--- config.mk ---
export PLATFORM = sky130hd
export DESIGN_NAME = page_buffer_pool_manager
export DESIGN_NICKNAME = d
export VERILOG_FILES = /design/src/rtl/pbpm_pkg.sv /design/src/rtl/pbpm_ram.sv /design/src/rtl/pbpm_front.sv /design/src/rtl/pbpm_engine.sv /design/src/rtl/page_buffer_pool_manager.sv
export SDC_FILE = /design/constraint.sdc
export NUM_CORES = 2
export LEC_CHECK = 0
export ABC_AREA = 0
export CAP_MARGIN = 10
export CORE_ASPECT_RATIO = 1.25
export CORE_UTILIZATION = 50
export CTS_CLUSTER_SIZE = 8
export DETAILED_ROUTE_END_ITERATION = 10
export DONT_BUFFER_PORTS = 1
export GPL_TIMING_DRIVEN = 0
export MAX_ROUTING_LAYER = met4
export PLACE_DENSITY = 0.77
export RECOVER_POWER = 25
export SYNTH_ARGS = -nofsm -noshare
export SYNTH_HDL_FRONTEND = slang
export SYNTH_SLANG_ARGS = --single-unit
--- constraint.sdc ---
create_clock -name clock -period 9.9 [get_ports clock]
set_clock_uncertainty 0.2 [all_clocks]
set_input_delay 1.98 -clock clock [delete_from_list [all_inputs] [get_ports clock]]
set_output_delay 1.98 -clock clock [all_outputs]
set_load 0.02 [all_outputs]
--- src/rtl/pbpm_pkg.sv ---
`timescale 1ns / 1ps
package pbpm_pkg;

   localparam logic [1:0] REQ_FETCH = 2'd0;
   localparam logic [1:0] REQ_UNPIN = 2'd1;
   localparam logic [1:0] REQ_FLUSH = 2'd2;
   localparam logic [1:0] REQ_NEW   = 2'd3;

   localparam logic [2:0] ST_OK           = 3'd0;
   localparam logic [2:0] ST_NOT_RESIDENT = 3'd1;
   localparam logic [2:0] ST_NOT_PINNED   = 3'd2;
   localparam logic [2:0] ST_NO_FRAME     = 3'd3;
   localparam logic [2:0] ST_PIN_LIMIT    = 3'd4;

   typedef struct packed {
      logic [1:0]  req_type;
      logic [31:0] page_id;
      logic        dirty;
   } req_type_type;

   typedef struct packed {
      logic [2:0]  status;
      logic [3:0]  frame_index;
      logic        read_needed;
      logic        clear_needed;
      logic        write_needed;
      logic [31:0] write_page_id;
   } rsp_type;

endpackage

--- src/rtl/pbpm_ram.sv ---
`timescale 1ns / 1ps
module pbpm_ram #(
   parameter int WIDTH = 32,
   parameter int DEPTH = 16
) (
   input  logic                     clock,
   input  logic                     wr_en,
   input  logic [$clog2(DEPTH)-1:0] wr_addr,
   input  logic [WIDTH-1:0]         wr_data,
   input  logic [$clog2(DEPTH)-1:0] rd_addr,
   output logic [WIDTH-1:0]         rd_data
);
   logic [WIDTH-1:0] mem [DEPTH];

   always_ff @(posedge clock) begin
      if (wr_en) begin
         mem[wr_addr] <= wr_data;
      end
      rd_data <= mem[rd_addr];
   end
endmodule

--- src/rtl/pbpm_front.sv ---
`timescale 1ns / 1ps
// request register and one-entry queue toward the engine
module pbpm_front (
   input  logic                        clock,
   input  logic                        reset,
   input  logic                        start,
   input  pbpm_pkg::req_type_type      req_item,
   output logic                        busy,
   output logic                        q_valid,
   output pbpm_pkg::req_type_type      q_item,
   input  logic                        q_take
);
   logic                   valid_ff, valid_in;
   pbpm_pkg::req_type_type item_ff, item_in;

   assign busy    = valid_ff;
   assign q_valid = valid_ff;
   assign q_item  = item_ff;

   always_comb begin
      valid_in = valid_ff;
      item_in  = item_ff;
      if (q_take) begin
         valid_in = 1'b0;
      end
      if (start && !valid_ff) begin
         valid_in = 1'b1;
         item_in  = req_item;
      end
   end

   always_ff @(posedge clock) begin
      if (reset) begin
         valid_ff <= 1'b0;
      end else begin
         valid_ff <= valid_in;
      end
      item_ff <= item_in;
   end
endmodule

--- src/rtl/pbpm_engine.sv ---
`timescale 1ns / 1ps
module pbpm_engine #(
   parameter int FRAMES   = 16,
   parameter int PIN_BITS = 16
) (
   input  logic                   clock,
   input  logic                   reset,
   input  logic                   q_valid,
   input  pbpm_pkg::req_type_type q_item,
   output logic                   q_take,
   output logic                   rsp_valid,
   output pbpm_pkg::rsp_type      rsp_item
);
   localparam int FW = (FRAMES > 1) ? $clog2(FRAMES) : 1;
   localparam int CW = $clog2(FRAMES + 1);

   typedef enum logic [4:0] {
      S_IDLE   = 5'b00001,
      S_SCAN   = 5'b00010,
      S_DECIDE = 5'b00100,
      S_REM    = 5'b01000,
      S_DONE   = 5'b10000
   } state_type;

   state_type state_ff, state_in;
   logic [CW-1:0] idx_ff, idx_in;
   logic [FW-1:0] rd_addr;
   logic [31:0]   rd_data;
   logic          wr_en;
   logic [FW-1:0] wr_addr;

   logic [FRAMES-1:0]   used_ff, used_in, dirty_ff, dirty_in;
   logic [PIN_BITS-1:0] pin_ff [FRAMES];
   logic [PIN_BITS-1:0] pin_in [FRAMES];
   logic [CW-1:0]       rank_ff [FRAMES];
   logic [CW-1:0]       rank_in [FRAMES];
   logic [CW-1:0]       fresh_ff, fresh_in, top_ff, top_in;
   logic                hit_ff, hit_in, vic_ok_ff, vic_ok_in;
   logic [FW-1:0]       hit_f_ff, hit_f_in, vic_ff, vic_in;
   logic [FW-1:0]       g_ff, g_in;
   logic [CW-1:0]       rem_r_ff, rem_r_in;
   logic                rem_ff, rem_in;
   pbpm_pkg::rsp_type   out_ff, out_in;
   logic                strobe_ff, strobe_in;
   logic [FW-1:0]       scan_f;
   logic [PIN_BITS-1:0] pc;

   // page table memory, one read per scan step, victim page read on remove
   pbpm_ram #(.WIDTH(32), .DEPTH(FRAMES)) u_pages (
      .clock   (clock),
      .wr_en   (wr_en),
      .wr_addr (wr_addr),
      .wr_data (q_item.page_id),
      .rd_addr (rd_addr),
      .rd_data (rd_data)
   );

   assign rsp_valid = strobe_ff;
   assign rsp_item  = out_ff;
   assign scan_f    = FW'(idx_ff - CW'(1));

   always_comb begin
      state_in  = state_ff;
      idx_in    = idx_ff;
      used_in   = used_ff;
      dirty_in  = dirty_ff;
      pin_in    = pin_ff;
      rank_in   = rank_ff;
      fresh_in  = fresh_ff;
      top_in    = top_ff;
      hit_in    = hit_ff;
      hit_f_in  = hit_f_ff;
      vic_in    = vic_ff;
      vic_ok_in = vic_ok_ff;
      g_in      = g_ff;
      rem_in    = rem_ff;
      rem_r_in  = rem_r_ff;
      out_in    = out_ff;
      strobe_in = 1'b0;
      q_take    = 1'b0;
      wr_en     = 1'b0;
      wr_addr   = g_ff;
      rd_addr   = FW'(idx_ff);
      pc        = '0;
      case (state_ff)
         S_IDLE: begin
            idx_in    = '0;
            hit_in    = 1'b0;
            vic_ok_in = 1'b0;
            top_in    = '0;
            if (q_valid) begin
               state_in = S_SCAN;
            end
         end
         S_SCAN: begin
            // address idx issued now, data for idx-1 arrives
            if (idx_ff != '0) begin
               if (used_ff[scan_f] && rd_data == q_item.page_id && !hit_ff) begin
                  hit_in   = 1'b1;
                  hit_f_in = scan_f;
               end
               if (rank_ff[scan_f] == CW'(1)) begin
                  vic_ok_in = 1'b1;
                  vic_in    = scan_f;
               end
               if (rank_ff[scan_f] > top_ff) begin
                  top_in = rank_ff[scan_f];
               end
            end
            idx_in = idx_ff + CW'(1);
            if (idx_ff == CW'(FRAMES)) begin
               state_in = S_DECIDE;
            end
         end
         S_DECIDE: begin
            out_in   = '0;
            rem_in   = 1'b0;
            state_in = S_DONE;
            rd_addr  = vic_ff;
            if (q_item.req_type == pbpm_pkg::REQ_FETCH && hit_ff) begin
               if (&pin_ff[hit_f_ff]) begin
                  out_in.status = pbpm_pkg::ST_PIN_LIMIT;
               end else begin
                  pin_in[hit_f_ff]  = pin_ff[hit_f_ff] + PIN_BITS'(1);
                  out_in.frame_index = 4'(hit_f_ff);
                  rem_in   = rank_ff[hit_f_ff] != '0;
                  rem_r_in = rank_ff[hit_f_ff];
                  g_in     = hit_f_ff;
                  state_in = S_REM;
               end
            end else if (q_item.req_type == pbpm_pkg::REQ_FETCH ||
                         q_item.req_type == pbpm_pkg::REQ_NEW) begin
               if (fresh_ff < CW'(FRAMES)) begin
                  g_in     = FW'(fresh_ff);
                  fresh_in = fresh_ff + CW'(1);
               end else begin
                  g_in = vic_ff;
               end
               if (fresh_ff >= CW'(FRAMES) && !vic_ok_ff) begin
                  out_in.status = pbpm_pkg::ST_NO_FRAME;
               end else begin
                  out_in.frame_index  = 4'(g_in);
                  out_in.read_needed  = q_item.req_type == pbpm_pkg::REQ_FETCH;
                  out_in.clear_needed = q_item.req_type == pbpm_pkg::REQ_NEW;
                  if (fresh_ff >= CW'(FRAMES) && dirty_ff[vic_ff]) begin
                     out_in.write_needed = 1'b1;
                  end
                  if (q_item.req_type == pbpm_pkg::REQ_NEW && hit_ff) begin
                     used_in[hit_f_ff] = 1'b0;
                  end
                  used_in[g_in]  = 1'b1;
                  pin_in[g_in]   = PIN_BITS'(1);
                  dirty_in[g_in] = 1'b0;
                  rem_in   = rank_ff[g_in] != '0;
                  rem_r_in = rank_ff[g_in];
                  state_in = S_REM;
               end
            end else if (!hit_ff) begin
               out_in.status = pbpm_pkg::ST_NOT_RESIDENT;
            end else if (q_item.req_type == pbpm_pkg::REQ_UNPIN) begin
               if (pin_ff[hit_f_ff] == '0) begin
                  out_in.status = pbpm_pkg::ST_NOT_PINNED;
               end else begin
                  if (q_item.dirty) begin
                     dirty_in[hit_f_ff] = 1'b1;
                  end
                  pc = pin_ff[hit_f_ff] - PIN_BITS'(1);
                  pin_in[hit_f_ff] = pc;
                  if (pc == '0 && rank_ff[hit_f_ff] == '0) begin
                     rank_in[hit_f_ff] = top_ff + CW'(1);
                  end
                  out_in.frame_index = 4'(hit_f_ff);
               end
            end else begin
               out_in.write_needed  = 1'b1;
               out_in.write_page_id = q_item.page_id;
               dirty_in[hit_f_ff]   = 1'b0;
               out_in.frame_index   = 4'(hit_f_ff);
            end
         end
         S_REM: begin
            // victim page arrives from memory; page write happens here
            if (out_ff.write_needed) begin
               out_in.write_page_id = rd_data;
            end
            if (out_ff.read_needed || out_ff.clear_needed) begin
               wr_en = 1'b1;
            end
            if (rem_ff) begin
               for (int i = 0; i < FRAMES; i++) begin
                  if (rank_ff[i] > rem_r_ff) begin
                     rank_in[i] = rank_ff[i] - CW'(1);
                  end
               end
               rank_in[g_ff] = '0;
            end
            state_in = S_DONE;
         end
         S_DONE: begin
            strobe_in = 1'b1;
            q_take    = 1'b1;
            state_in  = S_IDLE;
         end
         default: state_in = S_IDLE;
      endcase
   end

   always_ff @(posedge clock) begin
      if (reset) begin
         state_ff  <= S_IDLE;
         strobe_ff <= 1'b0;
         used_ff   <= '0;
         dirty_ff  <= '0;
         fresh_ff  <= '0;
         for (int i = 0; i < FRAMES; i++) begin
            pin_ff[i]  <= '0;
            rank_ff[i] <= '0;
         end
      end else begin
         state_ff  <= state_in;
         strobe_ff <= strobe_in;
         used_ff   <= used_in;
         dirty_ff  <= dirty_in;
         fresh_ff  <= fresh_in;
         pin_ff    <= pin_in;
         rank_ff   <= rank_in;
      end
      idx_ff    <= idx_in;
      top_ff    <= top_in;
      hit_ff    <= hit_in;
      hit_f_ff  <= hit_f_in;
      vic_ff    <= vic_in;
      vic_ok_ff <= vic_ok_in;
      g_ff      <= g_in;
      rem_ff    <= rem_in;
      rem_r_ff  <= rem_r_in;
      out_ff    <= out_in;
   end
endmodule

--- src/rtl/page_buffer_pool_manager.sv ---
`timescale 1ns / 1ps
// Buffer pool manager for FRAMES page frames with LRU replacement. A request
// is taken when start is high and busy low; exactly one response follows on
// rsp_valid for one cycle and cannot be held off. Each request walks the page
// table memory one frame per cycle. The response follows the S_REM state when
// a frame is pinned or mapped, while an unpin, a flush or a refused request goes
// from S_DECIDE straight to S_DONE. busy falls while the response is on the
// ports, so the next request can be taken at the same edge as the response.
module page_buffer_pool_manager #(
   parameter int FRAMES   = 16,
   parameter int PIN_BITS = 16
) (
   input  logic                   clock,
   input  logic                   reset,
   input  logic                   start,
   input  pbpm_pkg::req_type_type req_item,
   output logic                   busy,
   output logic                   rsp_valid,
   output pbpm_pkg::rsp_type      rsp_item
);
   logic                   q_valid, q_take;
   pbpm_pkg::req_type_type q_item;

   pbpm_front u_front (
      .clock    (clock),
      .reset    (reset),
      .start    (start),
      .req_item (req_item),
      .busy     (busy),
      .q_valid  (q_valid),
      .q_item   (q_item),
      .q_take   (q_take)
   );

   pbpm_engine #(.FRAMES(FRAMES), .PIN_BITS(PIN_BITS)) u_engine (
      .clock     (clock),
      .reset     (reset),
      .q_valid   (q_valid),
      .q_item    (q_item),
      .q_take    (q_take),
      .rsp_valid (rsp_valid),
      .rsp_item  (rsp_item)
   );
endmodule

==> summary.md <==
| Metric | Value |
|---|---|
| Synth Instances | 3902 |
| Critical Path AT | approximately 7 ns |
| # nets final | ~4200 |
| Post_cts resized | 0 |
| Top Ports | slightly above 80 |
| Largest net degree at the start of global routing | 33 |
| Fmax | roughly 150 MHz |
| Mapped Area | around 49000 µm² |
| Mapped Nets | a little over 4000 |
| Initial Util | approximately 50% |
| Critical path startpoint category | flop |
| Clk buf depth | 3 |
| Clk root buf | clkbuf_16 |
| Worst R2R Path Depth | 15 |
| CP Capture Type | flop |
| Post-Layout Inst Area | 55700 µm² |
| First-pass iteration count of the detailed router | 9 |
| Pre-CTS worst setup slack | roughly 3.5 ns |
| DIE HEIGHT | approximately 350 µm |
| CP startpoint | u_engine.hit_f_ff[1]$_DFFE_PP_ |
| Worst-Skew Late Latency | ~0.78 ns |
| Fraction of layout cells with a size suffix above 1 | between 10% and 20% |
| Vias | between 30000 and 40000 |
| Final min period | approximately 6.7 ns |
| Setup TNS | 0 ns |
| CTS tree | done |
| Register bit total from synthesis | 1031 |
| Number of antenna violations at the first check in global routing | 9 |
| Synth area leader | edfxtp_1 |
| Multi-input logic area | about 21000 µm² |
| Hold depth | 1 |
| DR iter-0 viols | around 5400 |
| Pwr Density | around 190 nW/µm² |
| Grt ovf | 0 |
| Placed Area | 51400 µm² |
| Final Hold Viols | 0 |
| Sequential Area | ~27000 µm² |
| CTS HTree Levels | 4 |
| Fillers | 7525 |
| Worst min path class | flop to flop |
| Synth cell count leaders | 619 x edfxtp_1, 412 x dfxtp_1, 282 x nand2_1 |
| VDD IR max | 0.000243 V |
| Max cap viols | 0 |
| DRT antenna net count | 0 |
| CTS Sinks | just over 1000 |
| Worst Hold End | u_engine.pin_ff[60]$_SDFFE_PP0P_ |
| Post-DP HPWL | 112000 µm |
| Core area | about 100000 µm² |
| R2R setup slack | ~3.2 ns |
| Synthesis warning total | 0 |
| Gpl congestion | 1.08 |
| Final worst path period share | 67.9% |
| Post-CTS Setup Inserts | 0 |
| Area share of the largest cell type after synthesis | 37.8% |
| RSZ-0062 raised after global routing | false |
| Top FF cell, synth | edfxtp_1 |
| Ys async rst share | 0% |
| CTS clock-pin slew for the worst setup and hold paths | ~0.050 ns |
| Synth area leaders | edfxtp_1 38%, dfxtp_1 17%, mux4_2 11% |
| R2r endpoint | u_engine.rank_ff[12]$_SDFFE_PP0P_ |
| CTS Buf Count | ~150 |
| RR Startpoint | u_engine.hit_f_ff[1]$_DFFE_PP_ |
| Detailed-route DRC error count | 0 |
| Setup WS post-layout | 3.18 ns |
| Buffers on Ports | 0 |
| Total Routing Usage GR | about a third |
| Wirelength per Cell | approximately 31 µm |
| First-pass GRT wire length | ~250000 µm |
| Die W | between 200 and 300 µm |
| CP max FO | 10 |
| HP Start | u_engine.pin_ff[60]$_SDFFE_PP0P_ |
| Routed wire length | around 170000 µm |
| FP Rows | around 130 |
| WHS | around 0.26 ns |
| Dominant cell by count in the synthesized netlist | edfxtp_1 |
| Syn_area_per_cell | roughly 13 µm² |
| Synth cell types | 83 |
| Worst-margin pin slew | between 1 and 1.5 ns |
| Number of global-route vias before repair | 37300 |
| Via/cell ratio | a little under 7 |
| Slew Limit Fails | 0 |
| Post-synthesis sequential area ratio | roughly 55% |
| Slew HR | just over 6% |
| Final setup vio count | 0 |
| Hold buffers post-CTS | 0 |
| Leak | ~19 nW |
| Critical path class | flop to flop |
| Post-synth EDFFs | 619 |
| Die ar. | ~100000 µm² |
| Outcome | complete, no violations |
| Syn-to-layout area delta | 13.2% |
| Data required, critical path | between 10 and 15 ns |
-- where the power goes --
group	leakage (nW)	switching (W)	internal [W]
Combinational	7.95	0.000678	0.000393
Clock	2.05	0.00194	0.00282
Sequential	8.98	0.000109	0.00465
Total	19.0	0.00273	0.00786
-- cells in the final DEF, fill, tap and decap left out, drive strengths merged, types with 15 or more instances in the layout --
| master | synthesis | routed |
|---|---|---|
| a32o | 63 | 63 |
| o21a | 23 | 23 |
| a22o | 211 | 211 |
| mux2i | 129 | 129 |
| a211oi | 49 | 49 |
| nor3 | 128 | 128 |
| dfxtp | 412 | 412 |
| nor4 | 48 | 48 |
| nor2 | 260 | 260 |
| and2 | 49 | 49 |
| nand4 | 29 | 29 |
| mux2 | 24 | 24 |
| edfxtp | 619 | 619 |
| a21oi | 139 | 139 |
| a31oi | 63 | 63 |
| nor2b | 30 | 30 |
| nand3 | 36 | 36 |
| nand2b | 39 | 39 |
| a2111oi | 20 | 20 |
| inv | 101 | 102 |
| clkbuf | 185 | 411 |
| ha | 115 | 115 |
| buf | 104 | 126 |
| xnor2 | 94 | 94 |
| o22a | 15 | 15 |
| xor2 | 33 | 33 |
| mux4 | 244 | 244 |
| o21ai | 161 | 161 |
| o22ai | 16 | 16 |
| a22oi | 69 | 69 |
| nand2 | 283 | 283 |
-- worst max-delay path, stage by stage (launching register included) --
cell and delay (ns):
edfxtp_1 0.43, buf_6 0.22, buf_4 0.30, buf_4 0.30, buf_4 0.38, buf_1 0.60
buf_1 0.50, mux4_2 0.40, a221oi_1 0.73, nand2_1 0.26, nor3_1 0.31, nand4_2 0.45
buf_6 0.35, nor3_2 0.27, mux2_2 0.39, a2111oi_2 0.47
-- flip-flops by register name, indices dropped and copies added (netlist names), 4 cells and up, named ones only --
register,count
u_engine.fresh_ff,5
u_engine.g_ff,4
u_engine.hit_f_ff,4
u_engine.idx_ff,5
u_engine.pin_ff,256
u_engine.rank_ff,80
u_engine.rem_r_ff,5
u_engine.rsp_item,42
u_engine.state_ff,5
u_engine.top_ff,5
u_engine.u_pages.mem,512
u_engine.u_pages.rd_data,32
u_engine.used_ff,16
u_engine.vic_ff,4
u_front.q_item,35
-- metal layers --
| layer | track usage, % | part of all wire [%] | vias up |
|---|---|---|---|
| li1 | - | - | 15400 |
| met1 | 40.7 | 35 | 18300 |
| met2 | 53.1 | 46 | 3005 |
| met3 | 8.58 | 11 | 774 |
| met4 | 22.5 | 7.6 | 0 |
| met5 | - | 0 | - |
-- logic make-up (layout without fill, tap and decap cells) --
group                      Yosys count  in the layout  synth area share [%]
DFF                               1031           1031                  54.5
and+or+nand+nor                    955            955                  9.32
AOI/OAI and AO/OA                  887            887                  13.2
muxes                              397            397                  14.4
buffers and inverters              390            648                  3.40
xor gates and xnor gates           127            127                  2.28
adders and majority gates          115            115                  2.92
other                                0              7                     0
-- worst max-delay path by stage --
stage,end,cells past startpoint
CTS,u_engine.top_ff[1]$_SDFFCE_PN0P_,15
global placement,u_engine.u_pages.mem[1][28]$_DFFE_PP_,8
floorplan,u_engine.top_ff[0]$_SDFFCE_PN0P_,15
finish,u_engine.rank_ff[12]$_SDFFE_PP0P_,15
detailed placement,u_engine.top_ff[1]$_SDFFCE_PN0P_,15
global route,u_engine.top_ff[3]$_SDFFCE_PN0P_,15
-- cell type report --
cell class	count	share of cell area, %
sequential	1031	48.2
timing repair buffer	22	0.728
tap	1300	2.92
buffer	289	2.32
multi-input combinational	2481	37.4
antenna	7	0.0314
clock buffer	226	7.30
clock inverter	10	0.422
inverter	101	0.681
-- through the flow --
| stage | power [W] | util (%) | cells |
|---|---|---|---|
| 2_1_floorplan | 0.00548 | - | 3902 |
| 3_3_place_gp | 0.00582 | 52.1 | 5202 |
| 3_5_place_dp | 0.00585 | 52.7 | 5221 |
| 4_1_cts | 0.0106 | 57.1 | 5457 |
| 5_1_grt | 0.0108 | 57.1 | 5466 |
| 6_report | 0.0106 | 57.1 | 5467 |
No activity file was read; power rests on OpenSTA's default activity.
